`src/rtl/core/depq_pkg.sv`:
```
`default_nettype none
// ----------------------------------------------------------------------------
// depq_pkg
// Types and constants shared by the double-ended priority queue cells and top.
// ----------------------------------------------------------------------------
package depq_pkg;

  localparam int CAPACITY      = 16;
  localparam int CNT_W         = $clog2(CAPACITY + 1);
  localparam int ENTRY_COUNT_W = 5;

  typedef enum logic [1:0] {
    CMD_INSERT  = 2'd0,
    CMD_POP_MAX = 2'd1,
    CMD_POP_MIN = 2'd2
  } depq_cmd_t;

  typedef enum logic [1:0] {
    ST_OK    = 2'd0,
    ST_FULL  = 2'd1,
    ST_EMPTY = 2'd2
  } depq_status_t;

  typedef struct packed {
    logic [1:0]         command;
    logic signed [15:0] priority_req;
    logic [15:0]        payload;
  } depq_in_t;

  typedef struct packed {
    logic [1:0]                 status;
    logic signed [15:0]         removed_priority;
    logic [15:0]                removed_payload;
    logic signed [15:0]         max_priority;
    logic [15:0]                max_payload;
    logic signed [15:0]         min_priority;
    logic [15:0]                min_payload;
    logic [ENTRY_COUNT_W-1:0]   entry_count;
  } depq_out_t;

  typedef struct packed {
    logic               valid;
    logic signed [15:0] prio;
    logic [15:0]        data;
  } depq_entry_t;

  typedef struct packed {
    logic               insert;
    logic               pop_max;
    logic               pop_min;
    logic signed [15:0] prio;
    logic [15:0]        data;
  } depq_ctl_t;

endpackage
`default_nettype wire

```
`src/rtl/core/depq_cell.sv`:
```
`default_nettype none
// ----------------------------------------------------------------------------
// depq_cell
// One slot of the sorted shift chain. By the operation broadcast it keeps its
// entry, takes the new one or a neighbor's, or drops its own if it is the last.
// ----------------------------------------------------------------------------
module depq_cell (
  input  wire logic                 clk,
  input  wire logic                 rst_n,
  input  wire depq_pkg::depq_ctl_t   ctl,
  input  wire depq_pkg::depq_entry_t left_entry,
  input  wire logic                 left_keep,
  input  wire depq_pkg::depq_entry_t right_entry,
  output depq_pkg::depq_entry_t      entry,
  output logic                       keep,
  output logic                       is_last
);
  import depq_pkg::*;

  depq_entry_t entry_r;
  depq_entry_t entry_nxt;

  assign entry   = entry_r;
  assign keep    = entry_r.valid && (entry_r.prio >= ctl.prio);
  assign is_last = entry_r.valid && !right_entry.valid;

  always_comb begin
    entry_nxt = entry_r;
    if (ctl.insert) begin
      if (!keep) begin
        if (left_keep) begin
          entry_nxt.valid = 1'b1;
          entry_nxt.prio  = ctl.prio;
          entry_nxt.data  = ctl.data;
        end else begin
          entry_nxt = left_entry;
        end
      end
    end else if (ctl.pop_max) begin
      entry_nxt = right_entry;
    end else if (ctl.pop_min) begin
      entry_nxt.valid = entry_r.valid && !is_last;
    end
  end

  always_ff @(posedge clk) begin
    if (!rst_n) begin
      entry_r.valid <= 1'b0;
    end else begin
      entry_r.valid <= entry_nxt.valid;
    end
    entry_r.prio <= entry_nxt.prio;
    entry_r.data <= entry_nxt.data;
  end

endmodule
`default_nettype wire

```
`src/rtl/core/double_ended_priority_queue.sv`:
```
`default_nettype none
// ----------------------------------------------------------------------------
// double_ended_priority_queue
// Bounded queue of signed Q8.8 priorities with data, sorted highest first.
// ----------------------------------------------------------------------------
// Usage:
//   The input channel (in_valid, in_ready, in_data) carries one command word:
//   insert, remove highest or remove lowest. Each word yields exactly one
//   result word on the output channel (out_valid, out_ready, out_data) with
//   the status, the removed entry, and the maximum, minimum and count after
//   the operation.
//   The entries sit in a chain of cells that all compare against the new
//   priority at once and shift by one place. The chain updates at the edge
//   that accepts a word; the result register loads once the output register
//   is free, and no new word is accepted while a result is still waiting to
//   load, so a word is taken only after the last one's result has loaded.
//   If the receiver stalls, one finished result waits in the output register
//   while the next word is still accepted and processed; further words wait
//   until the output register drains.
//   Reset empties the queue and drops any pending result.
// ----------------------------------------------------------------------------
module double_ended_priority_queue (
  input  wire logic                clk,
  input  wire logic                rst_n,
  input  wire logic                in_valid,
  output logic                     in_ready,
  input  wire depq_pkg::depq_in_t  in_data,
  output logic                     out_valid,
  input  wire logic                out_ready,
  output depq_pkg::depq_out_t      out_data
);
  import depq_pkg::*;

  depq_entry_t cell_q [CAPACITY];
  logic        keep_q [CAPACITY];
  logic        last_q [CAPACITY];
  logic [CAPACITY-1:0] valid_vec;
  logic [CAPACITY-1:0] last_vec;

  depq_ctl_t   ctl;
  depq_entry_t last_entry;

  logic                 accept;
  logic                 full;
  logic                 empty;
  logic                 load;
  logic [1:0]           status;

  logic [CNT_W-1:0]     count_r;
  logic [CNT_W-1:0]     count_nxt;
  logic                 pend_r;
  logic [1:0]           stat_r;
  logic signed [15:0]   rem_prio_r;
  logic [15:0]          rem_data_r;
  logic signed [15:0]   rem_prio_nxt;
  logic [15:0]          rem_data_nxt;
  logic                 out_valid_r;
  depq_out_t            out_r;

  genvar gi;
  generate
    for (gi = 0; gi < CAPACITY; gi++) begin : g_cell
      depq_entry_t left_e;
      depq_entry_t right_e;
      logic        left_k;
      if (gi == 0) begin : g_head
        assign left_e = '0;
        assign left_k = 1'b1;
      end else begin : g_body
        assign left_e = cell_q[gi-1];
        assign left_k = keep_q[gi-1];
      end
      if (gi == CAPACITY - 1) begin : g_tail
        assign right_e = '0;
      end else begin : g_next
        assign right_e = cell_q[gi+1];
      end
      depq_cell u_cell (
        .clk         (clk),
        .rst_n       (rst_n),
        .ctl         (ctl),
        .left_entry  (left_e),
        .left_keep   (left_k),
        .right_entry (right_e),
        .entry       (cell_q[gi]),
        .keep        (keep_q[gi]),
        .is_last     (last_q[gi])
      );
      assign valid_vec[gi] = cell_q[gi].valid;
      assign last_vec[gi]  = last_q[gi];
    end
  endgenerate

  assign in_ready = !pend_r;
  assign accept   = in_valid && in_ready;
  assign full     = (count_r == CNT_W'(CAPACITY));
  assign empty    = (count_r == '0);
  assign load     = pend_r && (!out_valid_r || out_ready);

  always_comb begin
    last_entry = '0;
    for (int i = 0; i < CAPACITY; i++) begin
      if (last_q[i]) begin
        last_entry = last_entry | cell_q[i];
      end
    end
  end

  always_comb begin
    ctl          = '0;
    ctl.prio     = in_data.priority_req;
    ctl.data     = in_data.payload;
    status       = ST_OK;
    rem_prio_nxt = '0;
    rem_data_nxt = '0;
    count_nxt    = count_r;
    case (in_data.command)
      CMD_INSERT: begin
        if (full) begin
          status = ST_FULL;
        end else begin
          ctl.insert = accept;
          count_nxt  = count_r + CNT_W'(1);
        end
      end
      CMD_POP_MAX: begin
        if (empty) begin
          status = ST_EMPTY;
        end else begin
          ctl.pop_max  = accept;
          rem_prio_nxt = cell_q[0].prio;
          rem_data_nxt = cell_q[0].data;
          count_nxt    = count_r - CNT_W'(1);
        end
      end
      CMD_POP_MIN: begin
        if (empty) begin
          status = ST_EMPTY;
        end else begin
          ctl.pop_min  = accept;
          rem_prio_nxt = last_entry.prio;
          rem_data_nxt = last_entry.data;
          count_nxt    = count_r - CNT_W'(1);
        end
      end
      default: begin
        status = ST_OK;
      end
    endcase
  end

  always_ff @(posedge clk) begin
    if (!rst_n) begin
      count_r     <= '0;
      pend_r      <= 1'b0;
      out_valid_r <= 1'b0;
    end else begin
      if (accept) begin
        count_r <= count_nxt;
        pend_r  <= 1'b1;
      end else if (load) begin
        pend_r  <= 1'b0;
      end
      if (load) begin
        out_valid_r <= 1'b1;
      end else if (out_ready) begin
        out_valid_r <= 1'b0;
      end
    end
  end

  always_ff @(posedge clk) begin
    if (accept) begin
      stat_r     <= status;
      rem_prio_r <= rem_prio_nxt;
      rem_data_r <= rem_data_nxt;
    end
    if (load) begin
      out_r.status           <= stat_r;
      out_r.removed_priority <= rem_prio_r;
      out_r.removed_payload  <= rem_data_r;
      out_r.max_priority     <= cell_q[0].valid ? cell_q[0].prio : '0;
      out_r.max_payload      <= cell_q[0].valid ? cell_q[0].data : '0;
      out_r.min_priority     <= last_entry.prio;
      out_r.min_payload      <= last_entry.data;
      out_r.entry_count      <= ENTRY_COUNT_W'(count_r);
    end
  end

  assign out_valid = out_valid_r;
  assign out_data  = out_r;

`ifndef SYNTHESIS
  a_count_matches_cells : assert property (@(posedge clk) disable iff (!rst_n)
    count_r == CNT_W'($countones(valid_vec)))
    else $error("entry count differs from the number of occupied cells");

  a_cells_packed : assert property (@(posedge clk) disable iff (!rst_n)
    ((valid_vec + CAPACITY'(1)) & valid_vec) == '0)
    else $error("occupied cells are not packed toward the head");

  a_single_tail : assert property (@(posedge clk) disable iff (!rst_n)
    $onehot0(last_vec))
    else $error("more than one cell claims to hold the lowest entry");

  a_count_bound : assert property (@(posedge clk) disable iff (!rst_n)
    count_r <= CNT_W'(CAPACITY))
    else $error("entry count exceeds capacity");

  a_accept_sets_pending : assert property (@(posedge clk) disable iff (!rst_n)
    accept |=> pend_r && !in_ready)
    else $error("accepted word did not leave a pending result");
`endif

endmodule
`default_nettype wire

```
`config.mk`:
```
export PLATFORM = sky130hd
export DESIGN_NAME = double_ended_priority_queue
export DESIGN_NICKNAME = d
export VERILOG_FILES = /design/src/rtl/core/depq_pkg.sv /design/src/rtl/core/depq_cell.sv /design/src/rtl/core/double_ended_priority_queue.sv
export SDC_FILE = /design/constraint.sdc
export NUM_CORES = 2
export LEC_CHECK = 0
export BUFFER_PORTS_ARGS = -buffer_cell sky130_fd_sc_hd__buf_2
export CAP_MARGIN = 40
export CORE_MARGIN = 2
export CORE_UTILIZATION = 45
export DETAILED_ROUTE_END_ITERATION = 7
export PLACE_DENSITY_LB_ADDON = 0.3
export SLEW_MARGIN = 30
export SYNTH_ARGS = -nofsm -noshare
export SYNTH_HDL_FRONTEND = slang
export SYNTH_SLANG_ARGS = --single-unit
```
`constraint.sdc`:
```
create_clock -name clk -period 8.6 [get_ports clk]
set_input_delay 1.72 -clock clk [delete_from_list [all_inputs] [get_ports clk]]
set_output_delay 1.72 -clock clk [all_outputs]
set_load 0.05 [all_outputs]
```
; ---- After elaboration in Yosys (flattened, before gate mapping)
; Cells that the tools add are included.
[classes]
n_addsub = 2
magnitude_cmp = 16
n_eq_ne = 21
n_mux = 132
bitwise_logic = 15
n_reduce_logical = 122
[op_table]
columns = cell, n
row1 = $mux 33, 47
row2 = $mux 32, 32
row3 = $or 32x32->32, 15
row4 = $ge 16x16->1, 16
row5 = $mux 16, 4
row6 = $pmux 16 s2, 2
row7 = $reduce_and 2->1, 32
row8 = $logic_and 1x1->1, 48
row9 = $mux 1, 42
row10 = $ne 2x2->1 const B, 18
row11 = $logic_not 1->1, 32
row12 = $mux 5, 2
row13 = $pmux 5 s2, 1
row14 = $reduce_bool 2->1, 4
row15 = $add 5x1->5 const B, 1
row16 = $eq 5x5->1 const B, 1
row17 = $logic_not 5->1, 1
row18 = $sub 5x1->5 const B, 1
row19 = $pmux 2 s2, 1
row20 = $reduce_and 4->1, 1
row21 = $reduce_bool 3->1, 1
row22 = $eq 2x1->1 const B, 1
row23 = $eq 2x2->1 const B, 1
row24 = $logic_not 2->1, 1
row25 = other kinds (3), 3
[word_totals]
regBits = 672
in_bits = 38
output_inout_bits = 105
word_cells = 370

; ---- Logic depth before layout (Yosys ltp)
[depth]
ltp_word = 35
mapped_depth = 12
mapped_depth_nobuf = 10

; ---- By module
; From an unflattened synthesis, not the netlist that was laid out.
[unflattened]
cells_unflattened = 4068
area_unflattened_um2 = 42189.2
[by_module_without_submodules]
columns = mod, instances, cells_each, area_per_inst_um2, seq_area_each_um2
row1 = depq_cell (g_cell[0].u_cell ...), 10, 205, 2128.3, 980.9
row2 = depq_cell (g_cell[4].u_cell ...), 6, 207, 2128.3, 980.9
row3 = double_ended_priority_queue, 1, 776, 8136.6, 4254.1

; ---- Least setup slack after synthesis
; No wires, ideal clock.
[synth_path]
path_kind = in2reg
startpoint = in in_data[30] in the netlist's numbering
endpoint = reg g_cell[11].u_cell.entry_r (netlist bit g_cell[11].u_cell.entry[0]), enable pin
setup_ps = 466
t_arrival_ps = 6096
required_time_ps = 8134
setup_slack_ps = 2038
cell_stages = 11
n_path_buf = 3
cell_sequence = clkbuf_1 -> inv_1 -> ha_1 -> nand4_2 -> nor4_4 -> o21ai_2 -> a31oi_1 -> a211oi_2 -> buf_6 -> buf_2 -> o21ai_0
[synth_via]
elab_chain_len = 4
[synth_lines]
columns = item, line
row1 = from (decl), double_ended_priority_queue.sv:27  ; input wire depq_pkg::depq_in_t in_data,
row2 = $ge 16x16->1, depq_cell.sv:24  ; assign keep = entry_r.valid && (entry_r.prio >= ctl.prio);
row3 = $logic_and 1x1->1, depq_cell.sv:24
row4 = $ne 2x2->1 (no line), --
row5 = $reduce_and 2->1 (no line), --
row6 = to (decl), depq_cell.sv:20  ; depq_entry_t entry_r;
; No other way between the ends.
; A chain may end at the register's enable or synchronous reset.

==> flow_summary.json <==
{
  "outcome": "finished with violations",
  "violations": "DRC",
  "syn_area_per_cell_um2": 10.6,
  "yosysSeqAreaShare_pct": 49.3,
  "clk_pin_slew_ps": 60,
  "layout-drive-gt1-share_pct": 11.4,
  "portBuffers": 142,
  "reg2reg_from": "g_cell[6].u_cell.entry[20]",
  "grt_pass1_vias": 32400,
  "dpl_worst_slack_ps": 2710,
  "final_antenna_net_count": 0,
  "nNetsFinal": 4137,
  "cts_buffer_depth": 3,
  "maxSlewHeadroom_pct": 34.0,
  "wl_per_cell_um": 33.9,
  "cts_tree": "done",
  "grt_pass1_wl_um": 241000,
  "hold_start": "rem_prio_r[12]",
  "reg2reg_depth": 10,
  "rsz0062_at_grt": "false",
  "crit_required_ps": 8990,
  "synth_area_um2": 40500,
  "clkLatencyLatePin_ps": 670,
  "max_freq_ghz": 0.184,
  "fillCellCount": 7838,
  "start_util_pct": 45.6,
  "core_um2": 88800,
  "maxSlewViolCount": 0,
  "whs_ps": 416,
  "syn_inst": 3814,
  "ir_worst_vdd_uv": 131,
  "power_density_nw_per_um2": 193,
  "grt_antenna_before_repair": 16,
  "dpl_cell_area_um2": 42600,
  "ys_seq_elements": 672,
  "hold_path.class": "reg2reg",
  "yosysWarnings": 0,
  "overflow": 0,
  "drt_pass1_iterations": 8,
  "dieArea_um2": 92400,
  "finClkSkew_ps": 31.1,
  "placed_cells": 4916,
  "cp-end-kind": "flop",
  "drt-vias-per-instance": 7.03,
  "grt_usage_pct": 36.0,
  "post-route-util_pct": 50.8,
  "clockRootBuffer": "clkbuf_16",
  "async_flop_share_pct": 0,
  "ctsResizeCount": 0,
  "vias": 35600,
  "reg2reg_setup_slack_ps": 4210,
  "finalSetupViolations": 0,
  "finalHoldViolations": 0,
  "fin_area_um2": 45100,
  "die_y_um": 304,
  "die_w_um": 304,
  "min_period_ps": 5440,
  "post-route-period-util_pct": 63.3,
  "drv_cap": 0,
  "p_leak_nw": 18.1,
  "cts_sinks": 672,
  "gp_congestion": 1.12,
  "critPathArrivalTime_ps": 5840,
  "crit_type": "in2reg",
  "areaGrowthSynthToFinish_pct": 11.5,
  "finalNonFillerCells": 5070,
  "critPathMaxFanout": 36,
  "post-route-drc-count": 18,
  "postCtsSetupBuffers": 0,
  "io_pins": 143,
  "synth-edff-count": 649,
  "cts_max_level": 3,
  "synth-main-ff-cell": "edfxtp_1",
  "hold_end": "out_data[97]",
  "routed_wl_um": 172000,
  "num_rows": 109,
  "syn-num-nets": 4116,
  "hpwl_um": 112000,
  "grt_max_degree": 162,
  "drtIter0Drc": 6110,
  "worst_slew_pin_slew_ps": 990,
  "worstReg2RegEnd": "g_cell[7].u_cell.entry[20]",
  "numCtsBuffers": 73,
  "ctsHoldBuffers": 0,
  "setup-tns-final_ps": 0,
  "finalPower_mw": 8.72,
  "whs_path_depth": 0,
  "synth.distinct_cells": 72,
  "critPathLaunchType": "primary input",
  "final.setup.worst_slack_ps": 3160
}
[placed cells by master, fill, tap and decap left out, types with 14 or more instances in the layout]
cell type / instances
ha_1: 261
nand4_1: 85
nor2_1: 332
a22o_1: 130
mux2i_1: 263
a221o_1: 87
o21ai_0: 123
buf_4: 65
a21o_1: 39
dfxtp_1: 22
a21oi_1: 189
nand2_1: 554
nand3_1: 115
nor2b_4: 14
nor3_1: 19
buf_2: 143
inv_1: 85
o211ai_1: 106
and2_1: 35
a221oi_1: 160
mux2_2: 36
a22oi_1: 33
nor2b_1: 18
clkbuf_16: 73
edfxtp_1: 649
[Yosys cell counts, types with 78 or more instances]
cell type / n / share of area [%]
nand3_1: 116 / 1.4
a22o_1: 130 / 2.8
o211ai_1: 106 / 2.0
clkbuf_1: 171 / 1.6
inv_1: 85 / 0.79
nand4_1: 85 / 1.3
o21ai_0: 127 / 1.6
buf_2: 78 / 0.96
mux2i_1: 263 / 6.5
a221o_1: 87 / 2.2
a221oi_1: 160 / 3.5
a21oi_1: 190 / 2.3
edfxtp_1: 649 / 48
ha_1: 263 / 8.1
nor2_1: 335 / 3.1
nand2_1: 565 / 5.2
[final cells by class]
cell class              count  area [µm²]  area share [%]
diodes                     11        27.5          0.0610
clock buffers              86        1890            4.18
clock inverters            48         455            1.01
inverters                  85         319           0.707
multi-input cells        2771       19300            42.7
flip-flops and latches    672       20000            44.2
well taps                1165        1460            3.23
repair buffers            232        1740            3.86
[worst max-delay path: stages]
cell and delay [ps]:
buf_2 210, inv_1 320, buf_4 290, ha_1 290, and4_1 240, nand4_1 300
a31oi_1 490, o31ai_1 190, a21oi_4 210, buf_4 470, buf_4 670, nor2_1 110
a221o_1 290
[logic make-up after synthesis]
family | Yosys count | synth area share (%)
AOI/OAI and AO/OA | 959 | 17.4
and+or+nand+nor | 1239 | 13.4
DFF | 672 | 49.3
buffers and inverters | 371 | 3.94
muxes | 304 | 7.70
adders and majority gates | 264 | 8.18
xor gates and xnor gates | 5 | 0.108
[how the worst max path moves through the flow]
stage                      from                         end  slack, ps
finish              in_data[30]  g_cell[7].u_cell.entry[20]       3160
global route        in_data[30]  g_cell[7].u_cell.entry[20]       3230
CTS                 in_data[30]  g_cell[7].u_cell.entry[20]       3390
detailed placement  in_data[30]   g_cell[7].u_cell.entry[7]       2710
global placement    in_data[27]   g_cell[3].u_cell.entry[3]       2310
floorplan           in_data[30]  g_cell[11].u_cell.entry[0]       2040
[state kept, by name, indices dropped and copies added (netlist names)]
name,cells
out_valid,1
g_cell.u_cell.entry,528
rem_prio_r,16
rem_data_r,16
stat_r,2
pend_r,1
count_r,5
out_data,103
[where the power goes]
group          internal (mW)  switching, mW  total (mW)  leakage, nW
registers               3.89          0.243        4.13         6.22
logic                  0.414          0.993        1.41         10.8
clock network           1.72           1.46        3.18         1.12
total                   6.02           2.70        8.72         18.1
[per-layer routing]
layer / routed length (µm) / share of wire, % / GRT usage [%] / up-vias
met3: 26900 / 16 / 11.4 / 679
met5: 105 / 0.061 / 0.103 / -
met1: 64800 / 38 / 49.6 / 17100
met4: 10600 / 6.2 / 19.0 / 10
li1: - / - / - / 14700
met2: 69300 / 40 / 50.3 / 3154
Note: power is estimated with default switching activity, not from simulation.
